[config.mk]
export PLATFORM = sky130hd
export DESIGN_NAME = modular_exponentiation
export DESIGN_NICKNAME = d
export VERILOG_FILES = /design/src/design/mexp_pkg.sv /design/src/design/mexp_dp.sv /design/src/design/mexp_ctrl.sv /design/src/design/modular_exponentiation.sv
export SDC_FILE = /design/constraint.sdc
export NUM_CORES = 1
export LEC_CHECK = 0
export ABC_CLOCK_PERIOD_IN_PS = 16100
export BUFFER_PORTS_ARGS = -buffer_cell sky130_fd_sc_hd__buf_2
export CORE_UTILIZATION = 40
export CTS_BUF_LIST = sky130_fd_sc_hd__clkbuf_8
export DETAILED_ROUTE_END_ITERATION = 10
export SETUP_SLACK_MARGIN = 0.5
export SYNTH_ARGS = -nofsm -noshare
export SYNTH_HDL_FRONTEND = slang
export SYNTH_SLANG_ARGS = --single-unit
[constraint.sdc]
create_clock -name clk -period 16.1 [get_ports clk]
set_input_delay 0.805 -clock clk [delete_from_list [all_inputs] [get_ports clk]]
set_output_delay 0.805 -clock clk [all_outputs]
set_load 0.05 [all_outputs]
[src/design/mexp_pkg.sv]
// Package for the modular exponentiation block: widths, datapath operations and link types.
package mexp_pkg;

    // Default field widths.
    localparam int MOD_BITS = 31;
    localparam int EXP_BITS = 32;
    // The base input is always a 32-bit word.
    localparam int BASE_BITS = 32;

    // Operations the controller issues to the datapath.
    typedef enum logic [3:0] {
        OP_NONE,
        OP_LOAD,
        OP_STEP_RED,
        OP_STEP_MUL,
        OP_SAVE_SQ,
        OP_INIT_MUL,
        OP_INIT_SQ,
        OP_ACC_INIT_SQ,
        OP_SQ_SHIFT
    } dp_op_t;

    // Command bundle from controller to datapath.
    typedef struct packed {
        dp_op_t op;
        logic   publish;
    } dp_cmd_t;

    // Status bundle from datapath to controller.
    typedef struct packed {
        logic e_zero;
        logic e_lsb;
    } dp_status_t;

endpackage

[src/design/mexp_dp.sv]
// Datapath of the modular exponentiation block: operand registers and the shift-and-add modular multiplier.
module mexp_dp #(
    parameter int MOD_BITS = mexp_pkg::MOD_BITS,
    parameter int EXP_BITS = mexp_pkg::EXP_BITS
) (
    input  logic                           clk,
    input  logic                           rst_n,
    input  logic                           cfg_write,
    input  logic [MOD_BITS-1:0]            modulus,
    input  logic [mexp_pkg::BASE_BITS-1:0] base_value,
    input  logic [EXP_BITS-1:0]            exponent,
    input  mexp_pkg::dp_cmd_t              cmd,
    output mexp_pkg::dp_status_t           status,
    output logic [MOD_BITS-1:0]            power_result
);

    localparam int SCAN_W = mexp_pkg::BASE_BITS;
    localparam int PAD_W  = SCAN_W - MOD_BITS;

    logic [MOD_BITS-1:0] modulus_reg;
    logic [MOD_BITS-1:0] r_reg, r_next;
    logic [MOD_BITS-1:0] acc_reg, acc_next;
    logic [MOD_BITS-1:0] sq_reg, sq_next;
    logic [MOD_BITS-1:0] power_result_reg, power_result_next;
    logic [EXP_BITS-1:0] e_reg, e_next;
    logic [SCAN_W-1:0]   scan_reg, scan_next;

    logic                scan_msb;
    logic [MOD_BITS:0]   red_t;
    logic [MOD_BITS+1:0] red_sub;
    logic [MOD_BITS-1:0] red_r;
    logic [MOD_BITS+1:0] mul_t;
    logic [MOD_BITS+2:0] mul_sub1;
    logic [MOD_BITS+2:0] mul_sub2;
    logic [MOD_BITS-1:0] mul_r;

    // Modulus register; a written zero is kept as one.
    always_ff @(posedge clk or negedge rst_n)
    begin
        if (!rst_n)
        begin
            modulus_reg <= '1;
        end
        else if (cfg_write)
        begin
            modulus_reg <= (modulus == '0) ? MOD_BITS'(1) : modulus;
        end
    end

    assign scan_msb = scan_reg[SCAN_W-1];

    // One step of reducing the base: shift in the next bit, subtract once.
    always_comb
    begin
        red_t   = {r_reg, scan_msb};
        red_sub = {1'b0, red_t} - {2'b00, modulus_reg};
        red_r   = red_sub[MOD_BITS+1] ? red_t[MOD_BITS-1:0] : red_sub[MOD_BITS-1:0];
    end

    // One step of the interleaved modular product: 2r + bit*sq, minus m or 2m.
    always_comb
    begin
        mul_t    = {1'b0, r_reg, 1'b0} + {2'b00, (scan_msb ? sq_reg : '0)};
        mul_sub1 = {1'b0, mul_t} - {3'b000, modulus_reg};
        mul_sub2 = {1'b0, mul_t} - {2'b00, modulus_reg, 1'b0};
        if (!mul_sub2[MOD_BITS+2])
        begin
            mul_r = mul_sub2[MOD_BITS-1:0];
        end
        else if (!mul_sub1[MOD_BITS+2])
        begin
            mul_r = mul_sub1[MOD_BITS-1:0];
        end
        else
        begin
            mul_r = mul_t[MOD_BITS-1:0];
        end
    end

    // Operation decoder for the operand registers.
    always_comb
    begin
        r_next            = r_reg;
        acc_next          = acc_reg;
        sq_next           = sq_reg;
        e_next            = e_reg;
        scan_next         = scan_reg;
        power_result_next = power_result_reg;
        unique case (cmd.op)
            mexp_pkg::OP_NONE:
            begin
            end
            mexp_pkg::OP_LOAD:
            begin
                r_next    = '0;
                acc_next  = MOD_BITS'(1);
                e_next    = exponent;
                scan_next = base_value;
            end
            mexp_pkg::OP_STEP_RED:
            begin
                r_next    = red_r;
                scan_next = {scan_reg[SCAN_W-2:0], 1'b0};
            end
            mexp_pkg::OP_STEP_MUL:
            begin
                r_next    = mul_r;
                scan_next = {scan_reg[SCAN_W-2:0], 1'b0};
            end
            mexp_pkg::OP_SAVE_SQ:
            begin
                sq_next = r_reg;
            end
            mexp_pkg::OP_INIT_MUL:
            begin
                r_next    = '0;
                scan_next = {acc_reg, {PAD_W{1'b0}}};
            end
            mexp_pkg::OP_INIT_SQ:
            begin
                r_next    = '0;
                scan_next = {sq_reg, {PAD_W{1'b0}}};
            end
            mexp_pkg::OP_ACC_INIT_SQ:
            begin
                acc_next  = r_reg;
                r_next    = '0;
                scan_next = {sq_reg, {PAD_W{1'b0}}};
            end
            mexp_pkg::OP_SQ_SHIFT:
            begin
                sq_next = r_reg;
                e_next  = e_reg >> 1;
            end
            default:
            begin
            end
        endcase
        if (cmd.publish)
        begin
            power_result_next = acc_reg;
        end
    end

    // Payload registers.
    always_ff @(posedge clk)
    begin
        r_reg            <= r_next;
        acc_reg          <= acc_next;
        sq_reg           <= sq_next;
        e_reg            <= e_next;
        scan_reg         <= scan_next;
        power_result_reg <= power_result_next;
    end

    assign status.e_zero = (e_reg == '0);
    assign status.e_lsb  = e_reg[0];
    assign power_result  = power_result_reg;

`ifndef SYNTH
    // Every reduction or product step leaves a value below the modulus.
    assert property (@(posedge clk) disable iff (!rst_n)
        ($past(cmd.op) == mexp_pkg::OP_STEP_MUL || $past(cmd.op) == mexp_pkg::OP_STEP_RED)
        |-> (r_reg < modulus_reg))
    else $error("partial remainder not reduced");

    // A saved running product is always reduced.
    assert property (@(posedge clk) disable iff (!rst_n)
        ($past(cmd.op) == mexp_pkg::OP_ACC_INIT_SQ) |-> (acc_reg < modulus_reg))
    else $error("running product not reduced");
`endif

endmodule

[src/design/mexp_ctrl.sv]
// Controller of the modular exponentiation block: sequencing state machine and output valid.
module mexp_ctrl #(
    parameter int MOD_BITS = mexp_pkg::MOD_BITS
) (
    input  logic                 clk,
    input  logic                 rst_n,
    input  logic                 in_valid,
    output logic                 in_stall,
    output logic                 out_valid,
    input  logic                 out_stall,
    input  mexp_pkg::dp_status_t status,
    output mexp_pkg::dp_cmd_t    cmd
);

    localparam int CNT_W = $clog2(mexp_pkg::BASE_BITS);

    typedef enum logic [3:0] {
        ST_IDLE,
        ST_RED,
        ST_RED_DONE,
        ST_CHECK,
        ST_MUL,
        ST_MUL_DONE,
        ST_SQ,
        ST_SQ_DONE,
        ST_DONE
    } state_t;

    state_t             state_reg, state_next;
    logic [CNT_W-1:0]   cnt_reg, cnt_next;
    logic               out_valid_reg, out_valid_next;
    logic               out_free;

    assign out_free = !out_valid_reg || !out_stall;

    // Next state, counter and datapath command.
    always_comb
    begin
        state_next  = state_reg;
        cnt_next    = cnt_reg;
        cmd.op      = mexp_pkg::OP_NONE;
        cmd.publish = 1'b0;
        unique case (state_reg)
            ST_IDLE:
            begin
                if (in_valid)
                begin
                    cmd.op     = mexp_pkg::OP_LOAD;
                    cnt_next   = CNT_W'(mexp_pkg::BASE_BITS - 1);
                    state_next = ST_RED;
                end
            end
            ST_RED:
            begin
                cmd.op   = mexp_pkg::OP_STEP_RED;
                cnt_next = cnt_reg - 1'b1;
                if (cnt_reg == '0)
                begin
                    state_next = ST_RED_DONE;
                end
            end
            ST_RED_DONE:
            begin
                cmd.op     = mexp_pkg::OP_SAVE_SQ;
                state_next = ST_CHECK;
            end
            ST_CHECK:
            begin
                cnt_next = CNT_W'(MOD_BITS - 1);
                if (status.e_zero)
                begin
                    state_next = ST_DONE;
                end
                else if (status.e_lsb)
                begin
                    cmd.op     = mexp_pkg::OP_INIT_MUL;
                    state_next = ST_MUL;
                end
                else
                begin
                    cmd.op     = mexp_pkg::OP_INIT_SQ;
                    state_next = ST_SQ;
                end
            end
            ST_MUL:
            begin
                cmd.op   = mexp_pkg::OP_STEP_MUL;
                cnt_next = cnt_reg - 1'b1;
                if (cnt_reg == '0)
                begin
                    state_next = ST_MUL_DONE;
                end
            end
            ST_MUL_DONE:
            begin
                cmd.op     = mexp_pkg::OP_ACC_INIT_SQ;
                cnt_next   = CNT_W'(MOD_BITS - 1);
                state_next = ST_SQ;
            end
            ST_SQ:
            begin
                cmd.op   = mexp_pkg::OP_STEP_MUL;
                cnt_next = cnt_reg - 1'b1;
                if (cnt_reg == '0)
                begin
                    state_next = ST_SQ_DONE;
                end
            end
            ST_SQ_DONE:
            begin
                cmd.op     = mexp_pkg::OP_SQ_SHIFT;
                state_next = ST_CHECK;
            end
            ST_DONE:
            begin
                if (out_free)
                begin
                    cmd.publish = 1'b1;
                    state_next  = ST_IDLE;
                end
            end
            default:
            begin
                state_next = ST_IDLE;
            end
        endcase
    end

    // Output valid: set when a result is published, cleared when it is taken.
    always_comb
    begin
        out_valid_next = out_valid_reg;
        if (cmd.publish)
        begin
            out_valid_next = 1'b1;
        end
        else if (!out_stall)
        begin
            out_valid_next = 1'b0;
        end
    end

    // State and registered outputs.
    always_ff @(posedge clk or negedge rst_n)
    begin
        if (!rst_n)
        begin
            state_reg     <= ST_IDLE;
            cnt_reg       <= '0;
            out_valid_reg <= 1'b0;
        end
        else
        begin
            state_reg     <= state_next;
            cnt_reg       <= cnt_next;
            out_valid_reg <= out_valid_next;
        end
    end

    assign in_stall  = (state_reg != ST_IDLE);
    assign out_valid = out_valid_reg;

`ifndef SYNTH
    // A result is published only into a free or draining output register.
    assert property (@(posedge clk) disable iff (!rst_n)
        cmd.publish |-> (!out_valid_reg || !out_stall))
    else $error("result published over a pending item");

    // An accepted item blocks the input until its computation ends.
    assert property (@(posedge clk) disable iff (!rst_n)
        (in_valid && !in_stall) |=> in_stall)
    else $error("input not blocked after accepting an item");
`endif

endmodule

[src/design/modular_exponentiation.sv]
// Top level of the modular exponentiation block: base^exponent mod modulus.
//
// Usage: write the modulus with cfg_write while the block is idle; zero acts as one.
// Reset sets the modulus to 2^MOD_BITS-1 and empties the block.
// Input channel: base_value and exponent are taken when in_valid is high and
// in_stall is low. One item is worked on at a time; in_stall stays high until it ends.
// The base is first reduced, one base bit per cycle. Each exponent bit up to the
// highest set one then costs a squaring plus, if set, a product, both done by one
// shift-and-add modular multiplier that handles one operand bit per cycle.
// Output channel: power_result is held with out_valid until out_stall is low.
// A stalled result waits in the output register while the next item is
// accepted and computed; that item waits only at its end for the register.
module modular_exponentiation #(
    parameter int MOD_BITS = mexp_pkg::MOD_BITS,
    parameter int EXP_BITS = mexp_pkg::EXP_BITS
) (
    input  logic                           clk,
    input  logic                           rst_n,
    input  logic                           cfg_write,
    input  logic [MOD_BITS-1:0]            modulus,
    input  logic                           in_valid,
    output logic                           in_stall,
    input  logic [mexp_pkg::BASE_BITS-1:0] base_value,
    input  logic [EXP_BITS-1:0]            exponent,
    output logic                           out_valid,
    input  logic                           out_stall,
    output logic [MOD_BITS-1:0]            power_result
);

    mexp_pkg::dp_cmd_t    cmd;
    mexp_pkg::dp_status_t status;

    // Sequencer.
    mexp_ctrl #(
        .MOD_BITS (MOD_BITS)
    ) u_ctrl (
        .clk       (clk),
        .rst_n     (rst_n),
        .in_valid  (in_valid),
        .in_stall  (in_stall),
        .out_valid (out_valid),
        .out_stall (out_stall),
        .status    (status),
        .cmd       (cmd)
    );

    // Operand registers and modular multiplier.
    mexp_dp #(
        .MOD_BITS (MOD_BITS),
        .EXP_BITS (EXP_BITS)
    ) u_dp (
        .clk          (clk),
        .rst_n        (rst_n),
        .cfg_write    (cfg_write),
        .modulus      (modulus),
        .base_value   (base_value),
        .exponent     (exponent),
        .cmd          (cmd),
        .status       (status),
        .power_result (power_result)
    );

endmodule
* Word level (Yosys, flattened, before mapping)
Index checks and enable logic that the tools add are counted.
** Word-level totals
- Memories kept :: 0
- RAM bits :: 0
- ROM bits :: 0
- Bits of input ports :: 100
- Register bits :: 229
- Output and inout port bits :: 33
- Latch bits :: 0
** Cells by class
- Eq/ne operators :: 22
- Reductions and logical operators :: 23
- Shift-type cells :: 0
- Multipliers :: 0
- Muxes and demuxes :: 27
- Order comparisons :: 0
- Add/subtract/negate cells :: 5
- Bitwise logic cells :: 0
- Divide/modulo/power cells :: 0
** Operator list (count)
- $mux 31 :: 5
- $pmux 32 s4 :: 1
- $pmux 31 s3 :: 1
- $pmux 32 s2 :: 1
- $pmux 31 s2 :: 1
- $sub 33x31->34 :: 1
- $sub 33x32->34 :: 1
- $add 32x31->33 :: 1
- $sub 32x31->33 :: 1
- $eq 4x3->1 const B :: 8
- $logic_not 32->1 :: 1
- $pmux 4 s8 :: 1
- $logic_not 31->1 :: 1
- $mux 4 :: 7
- $pmux 4 s7 :: 1
- $eq 4x2->1 const B :: 4
- $pmux 5 s3 :: 1
- $reduce_or 2->1 :: 6
- $ne 2x1->1 const B :: 5
- $eq 4x1->1 const B :: 2
- $eq 4x4->1 const B :: 2
- $reduce_bool 4->1 :: 2
- $reduce_bool 3->1 :: 2
- $logic_not 5->1 :: 1
- other kinds (13) :: 20

* Logic depth before layout (Yosys ltp)
Gate-level depths: netlist of the first run.
- Word-level depth :: 6
- Depth in mapped cells :: 26
- Mapped depth without buffers :: 23

* By module
Synthesis of the first run repeated with hierarchy kept, for this count alone.
** Unflattened totals
- Cells, all modules :: 1684
- Area total of the unflattened synthesis :: 16668.5 µm²
** By module, submodules not included
- mexp_dp :: area an instance 15956.6 µm², instances 1, cells each 1601, seq. area each 6459.9 µm²
- mexp_ctrl :: area an instance 711.9 µm², instances 1, cells each 83, seq. area each 250.2 µm²

* Least setup slack after synthesis of the first run
OpenSTA, ideal clock, no wires.
- Kind :: reg2reg
- Start point :: register u_dp.scan_reg[31]
- End point :: register u_dp.r_reg[11] (data pin)
- Path buffers :: 3
- Slack :: 10963 ps
- Arrival :: 4872 ps
- Period minus slack after synthesis :: 5137 ps
- Stages on the path, launching flop included :: 27
- Required time :: 15835 ps
- Cell sequence :: edfxtp_1 > clkbuf_1 > and2_1 > ha_1 > inv_1 > fa_1 > nor2b_1 > o31ai_1 > a21oi_2 > o211ai_1 > a31oi_1 > a31oi_1 > o41a_1 > xnor2_1 > ha_1 > a21o_1 > a21o_1 > a21oi_1 > a31oi_1 > a21oi_1 > nand4_1 > o21a_1 > and2_1 > buf_2 > buf_1 > a22oi_1 > o21ai_2
** Between the ends
- Cells in the longest elaborated chain, start to end :: 6
- Elaborated cells between the ends (all ways) :: 9
- Classes of those cells :: add/sub (4); mux (5)
** Ends and longest elaborated chain
- start, declared :: line mexp_dp.sv:26 : logic [SCAN_W-1:0] scan_reg, scan_next;
- start signal, assigned :: line mexp_dp.sv:152 : scan_reg <= scan_next;
- $mux 31 :: line mexp_dp.sv:63 : mul_t = {1'b0, r_reg, 1'b0} + {2'b00, (scan_msb ? sq_reg : '0)};
- $add 32x31->33 :: line mexp_dp.sv:63
- $sub 33x31->34 :: line mexp_dp.sv:64 : mul_sub1 = {1'b0, mul_t} - {3'b000, modulus_reg};
- $mux 31 :: line mexp_dp.sv:70 : else if (!mul_sub1[MOD_BITS+2])
- $mux 31 :: line mexp_dp.sv:66 : if (!mul_sub2[MOD_BITS+2])
- $pmux 31 s3 * :: line mexp_dp.sv:89 : unique case (cmd.op)
- named net u_dp.r_next[11] :: line mexp_dp.sv:21 : logic [MOD_BITS-1:0] r_reg, r_next;
- end signal, assigned :: line mexp_dp.sv:148 : r_reg <= r_next;
- end, declared :: line mexp_dp.sv:21
Mark *: on every way through the listed nets, which the timed path passes. The rest lies on a longest branch.
A chain may end at the register's enable or synchronous reset.

* Final worst setup path of the first run
- Start point :: register u_dp.scan_reg[31]
- End point :: register u_dp.r_reg[15] (data pin)
Same word-level chain as after synthesis.

==> flow_summary_export.csv, run 1 <==
group,metric,value,unit
yosys,synth_edf_count,188,
floorplan,ios,133,
routing,vias_per_cell,5.783,
setup_path,cpLargestDelayFamily,"compound AO/OA/AOI/OAI gates",
placed_design,place_ws,9905,ps
yosys,ys_ff_latch,229,
yosys,synth.cells.most_frequent,"nand2_1 (202), edfxtp_1 (188), a21oi_1 (128)",
setup_path,path_max_fanout,33,
setup_path,rr_startpoint,"u_dp.scan_reg[31]",
placed_design,dp_hpwl,36340,um
timing,holdWs,394.0,ps
timing,slew_headroom,0.2554,
setup_path,crit_buf_inv,3,
timing,finalClockSkew,36.96,ps
yosys,synth.largest_area_cell,"edfxtp_1",
flow_run,maxCapViolCount,0,
grt,grt_max_degree,63,
cts,cts.sinks,229,
cts,cts_hold_buf,0,
cts,cts_resized,0,
setup_path,cp-end-kind,"flop",
setup_path,rr_worst_depth,25,
yosys,synth_area_leaders,"edfxtp_1 (34%), ha_1 (9.4%), dfstp_2 (4.9%)",
timing,fin_crit,6351,ps
timing,tightest_slew,1117,ps
cts,cts_buffers,42,
setup_path,reg2reg_setup_slack,9750,ps
routing,drc,0,
routing,dr.pass1.iters,7,
timing,period_share,0.3945,
routing,wirelength,46840,um
grt,grt_overflow,0,
worst_hold_path,min_path_type,"in -> async",
routing,dr_total_vias,13890,
grt,grtUsageTotal,0.2194,
timing,fmax,0.1575,GHz
setup_path,max_stage_delay,490,ps
yosys,yosysSeqAreaShare,0.4030,
setup_path,worstSetupPathType,"reg -> reg",
placed_design,place_area,17780,sq um
grt,grt_pass1_wl,72440,um
timing,setup-violations-final,0,
yosys,synth_cell_types,89,
status,status,"finished clean",
setup_path,startpoint,"u_dp.scan_reg[31]",
yosys,synth_top_area_share,0.3390,
cts,path_clk_slew,60,ps
routing,antenna_left,0,
cts,insertion_delay,610,ps
timing,maxSlewViolCount,0,
floorplan,die_area,42450,sq um
timing,finalHoldViolCount,0,
yosys,ys_warn_count,0,
cts,cts_root_buffer,"clkbuf_8",
finish,drive_gt1_frac,0.1739,
setup_path,path_depth,25,
yosys,yosysMostFrequentCell,"nand2_1",
timing,finalSetupTns,0,ps
placed_design,port-buffer-count,132,
placed_design,gp_congestion,0.8984,
setup_path,worstReg2RegEnd,"u_dp.r_reg[15]",
finish,area_growth_syn_to_layout,11.29,%
routing,wl_per_cell,19.50,um
floorplan,start_util,0.4069,
grt,grt_pass1_vias,13050,
cts,htreeDepth,2,
floorplan,num_rows,74,
yosys,synth_fp_nets,1947,
yosys,synthCells,1718,
setup_path,cp.required,16440,ps
finish,fin_nets,2066,
setup_path,arrival,6690,ps
yosys,ys.flop_type,"edfxtp_1",
finish,fin_area,18530,sq um
floorplan,dieHeight,206.0,um
grt,grt_antenna_before_repair,0,
cts,cts_tree,"done",
cts,cts_buffer_depth,3,
floorplan,coreArea,40920,sq um
yosys,async_flop_share,0.1790,
timing,worst_slack,9749,ps
cts,post-cts-setup-buffer-count,0,
yosys,synth.avg_cell_area,9.693,sq um
floorplan,die_w,206.0,um
setup_path,startpoint_type,"flop",
setup_path,critPathSlowestCell,"xnor2_1",
routing,initialDrtViolationCount,1123,
yosys,syn_area,16650,sq um
timing,rsz0062_at_grt,"false",
==> worst max-delay path by stage <==
stage,endpoint,slack [ps]
CTS,u_dp.r_reg[15],9870
global route,u_dp.r_reg[15],9450
finish,u_dp.r_reg[15],9750
global placement,u_dp.r_reg[15],10020
floorplan,u_dp.r_reg[11],10960
detailed placement,u_dp.r_reg[15],9910
==> layout make-up <==
cell class / count / area (sq um)
Tap cell: 532 / 665.6
Fill cell: 3977 / 22390
Timing Repair Buffer: 147 / 773.2
Multi-Input combinational cell: 1353 / 9395
Inverter: 64 / 240.2
Sequential cell: 229 / 6710
Clock buffer: 42 / 578.1
Antenna cell: 1 / 2.502
Clock inverter: 34 / 166.4
==> cell families (layout without fill, tap and decap cells) <==
group | Yosys count | in the layout | share of synthesized area
adders and majority gates | 129 | 129 | 0.09873
AOI/OAI and AO/OA | 504 | 504 | 0.2047
muxes | 75 | 75 | 0.04861
DFF | 229 | 229 | 0.4030
xor gates and xnor gates | 100 | 100 | 0.05260
and+or+nand+nor | 545 | 545 | 0.1573
other | 0 | 1 | 0
buffers and inverters | 136 | 287 | 0.03509
==> routing by layer <==
| layer | vias up | GRT usage | part of all wire |
|---|---|---|---|
| li1 | 6683 | - | - |
| met1 | 6649 | 0.3332 | 0.50 |
| met2 | 510 | 0.3267 | 0.42 |
| met3 | 49 | 0.02712 | 0.066 |
| met4 | 0 | 0.05462 | 0.015 |
| met5 | - | 0 | 0 |
==> cell usage in the layout (no fill, tap or decap), drive strengths merged, types with 28 or more instances in the layout <==
master,instances
o21ai,123
clkbuf,42
inv,78
and2,67
xnor2,71
edfxtp,188
buf,147
dfstp,31
a21oi,141
ha,125
a222oi,31
mux2i,28
nand3,37
mux2,47
nand2,203
nor2,111
a21o,46
xor2,29
==> through the flow <==
stage | instances | utilization
2_1_floorplan | 1718 | -
5_1_grt | 2401 | 0.4528
3_5_place_dp | 2325 | 0.4346
4_1_cts | 2401 | 0.4528
6_report | 2402 | 0.4528
3_3_place_gp | 2325 | 0.4346
==> worst reg2reg max path, cell delays in order, from the launching register on <==
cell and delay (ps):
edfxtp_1 320, buf_4 260, and2_1 180, ha_1 160, inv_1 60, fa_1 400
nor2b_1 230, o31ai_1 120, a21oi_2 250, o211ai_1 150, a31oi_1 360, a31oi_1 190
o41a_1 410, xnor2_1 490, ha_1 390, a21o_1 150, a21o_1 110, a21oi_1 100
a31oi_1 180, a21oi_1 90, o211ai_1 120, o21a_1 270, or3_1 350, buf_4 360
a21oi_1 80, or3_1 340
Power of run 1 is left out: the tool's default activity adds up to more than one toggle a clock period on the data nets, which glitch-free logic cannot reach.
==> run 2, diff against run 1 <==
ABC_CLOCK_PERIOD_IN_PS = 5800   (was 16100)
clock period = 5.8 ns   (was 16.1 ns; I/O delays follow)
==> run 2 against run 1 <==
Against the previous run:
- clock-buffer cell count grew 3
- non-clock buffer count grew 117
- fmax grew 22%
- critical path depth grew 1
- global-route usage grew 0.21 points
- worst setup slack lost 9100 ps
- highest routed layer unchanged
==> flow_summary_export.csv, run 2 (synthesized netlist as in run 1, its figures left out) <==
group,metric,value,unit
placed_design,placedCellCount,2343,
routing,antenna_left,0,
timing,fin_crit,5196,ps
floorplan,dieHeight,206.0,um
finish,post-route-util,0.4983,
timing,finalHoldViolCount,0,
floorplan,num_rows,74,
timing,setup-violations-final,0,
routing,initialDrtViolationCount,1126,
floorplan,die_w,206.0,um
grt,grtUsageTotal,0.2215,
floorplan,coreArea,40920,sq um
routing,dr_total_vias,14240,
placed_design,port-buffer-count,132,
cts,cts_buffer_depth,3,
finish,final_common_cell,"nand2_1",
timing,maxSlewViolCount,0,
setup_path,startpoint,"u_dp.scan_reg[31]",
timing,worst_slack,604.0,ps
timing,slew_headroom,0.3232,
routing,vias_per_cell,5.660,
setup_path,arrival,5550,ps
setup_path,rr_startpoint,"u_dp.scan_reg[31]",
status,status,"finished clean",
setup_path,max_stage_delay,410,ps
finish,fin_nets,2182,
routing,wirelength,48590,um
cts,cts_buffers,41,
placed_design,gp_congestion,0.9308,
setup_path,cp-end-kind,"flop",
routing,drc,0,
timing,finalSetupTns,0,ps
setup_path,cpMostUsedCell,"buf_4",
worst_hold_path,min_from,"base_value[6]",
placed_design,dp_hpwl,36380,um
floorplan,start_util,0.4069,
worst_hold_path,min_path_type,"in -> reg",
finish,drive_gt1_frac,0.2359,
flow_run,maxCapViolCount,0,
routing,wl_per_cell,19.31,um
grt,grt_pass1_vias,13570,
setup_path,startpoint_type,"flop",
timing,fmax,0.1925,GHz
grt,grt_max_degree,63,
cts,htreeDepth,2,
finish,final_cells,2516,
grt,grt_antenna_before_repair,0,
setup_path,cp.required,6150,ps
grt,grt_pass1_wl,73730,um
timing,rsz0062_at_grt,"true",
finish,antennaDiodeCount,0,
placed_design,place_ws,205.5,ps
cts,path_clk_slew,60,ps
setup_path,path_max_fanout,15,
setup_path,critPathSlowestCell,"edfxtp_1",
grt,grt_overflow,0,
cts,cts.sinks,229,
routing,dr.pass1.iters,8,
timing,tightest_slew,1013,ps
finish,fillCellCount,3813,
finish,final_cell_mix,"nand2_1 (199), edfxtp_1 (188), buf_2 (133)",
cts,cts_tree,"done",
floorplan,ios,133,
setup_path,worstSetupPathType,"reg -> reg",
cts,cts_root_buffer,"clkbuf_8",
cts,insertion_delay,610,ps
finish,area_growth_syn_to_layout,22.47,%
timing,period_share,0.8959,
timing,finalClockSkew,44.43,ps
floorplan,die_area,42450,sq um
-- run 2: area by class of cell --
| type | instances | area, sq um | area share |
|---|---|---|---|
| clock buffers | 45 | 619.3 | 0.03037 |
| well taps | 532 | 665.6 | 0.03264 |
| inverters | 64 | 240.2 | 0.01178 |
| repair buffers | 264 | 1901 | 0.09320 |
| flip-flops and latches | 229 | 6710 | 0.3290 |
| clock inverters | 29 | 151.4 | 0.007424 |
| multi-input cells | 1353 | 10110 | 0.4956 |
-- run 2: metal layers --
metal | global-route usage | up-vias | share of wire
li1 | - | 6897 | -
met1 | 0.3334 | 6856 | 0.49
met2 | 0.3328 | 439 | 0.43
met3 | 0.02665 | 48 | 0.063
met4 | 0.05777 | 0 | 0.016
met5 | 0 | - | 0
-- run 2: timing repair --
item,in CTS,in global routing
setup endpoints to repair,31,31
hold buffers,67,0
gates cloned,0,3
hold endpoints to repair,77,0
gates resized for setup,25,111
pin swaps,2,43
setup buffers,2,27
-- run 2: critical path, delay by kind of cell (launching register included) --
kind	cells	cell delay [ps]
AO/OA/AOI/OAI	9	1460
XOR/XNOR	1	270
adder cells (fa/ha/maj)	2	620
buffers and inverters	5	890
flip-flops	1	410
AND/OR/NAND/NOR	9	1260
-- run 2: final timing paths --
| path | cells after the start | endpoint | slack [ps] |
|---|---|---|---|
| max reg2reg | 26 | u_dp.r_reg[29] | 600 |
| min reg2reg | 0 | u_dp.power_result[23] | 440 |
| min in group asynchronous | 2 | u_ctrl.out_valid | 410 |
| max in group asynchronous | 2 | u_ctrl.state_reg[2] | 4760 |
| min | 3 | u_dp.scan_reg[6] | 40 |
| max | 26 | u_dp.r_reg[29] | 600 |
-- run 2: stage by stage --
step	cell area, sq um	hold slack, ps
floorplan	16650	-5.591
global placement	17930	436.3
detailed placement	17930	434.8
CTS	19540	0.5313
global route	20390	27.38
finish	20390	35.13
Power of run 2 is left out for the same reason.
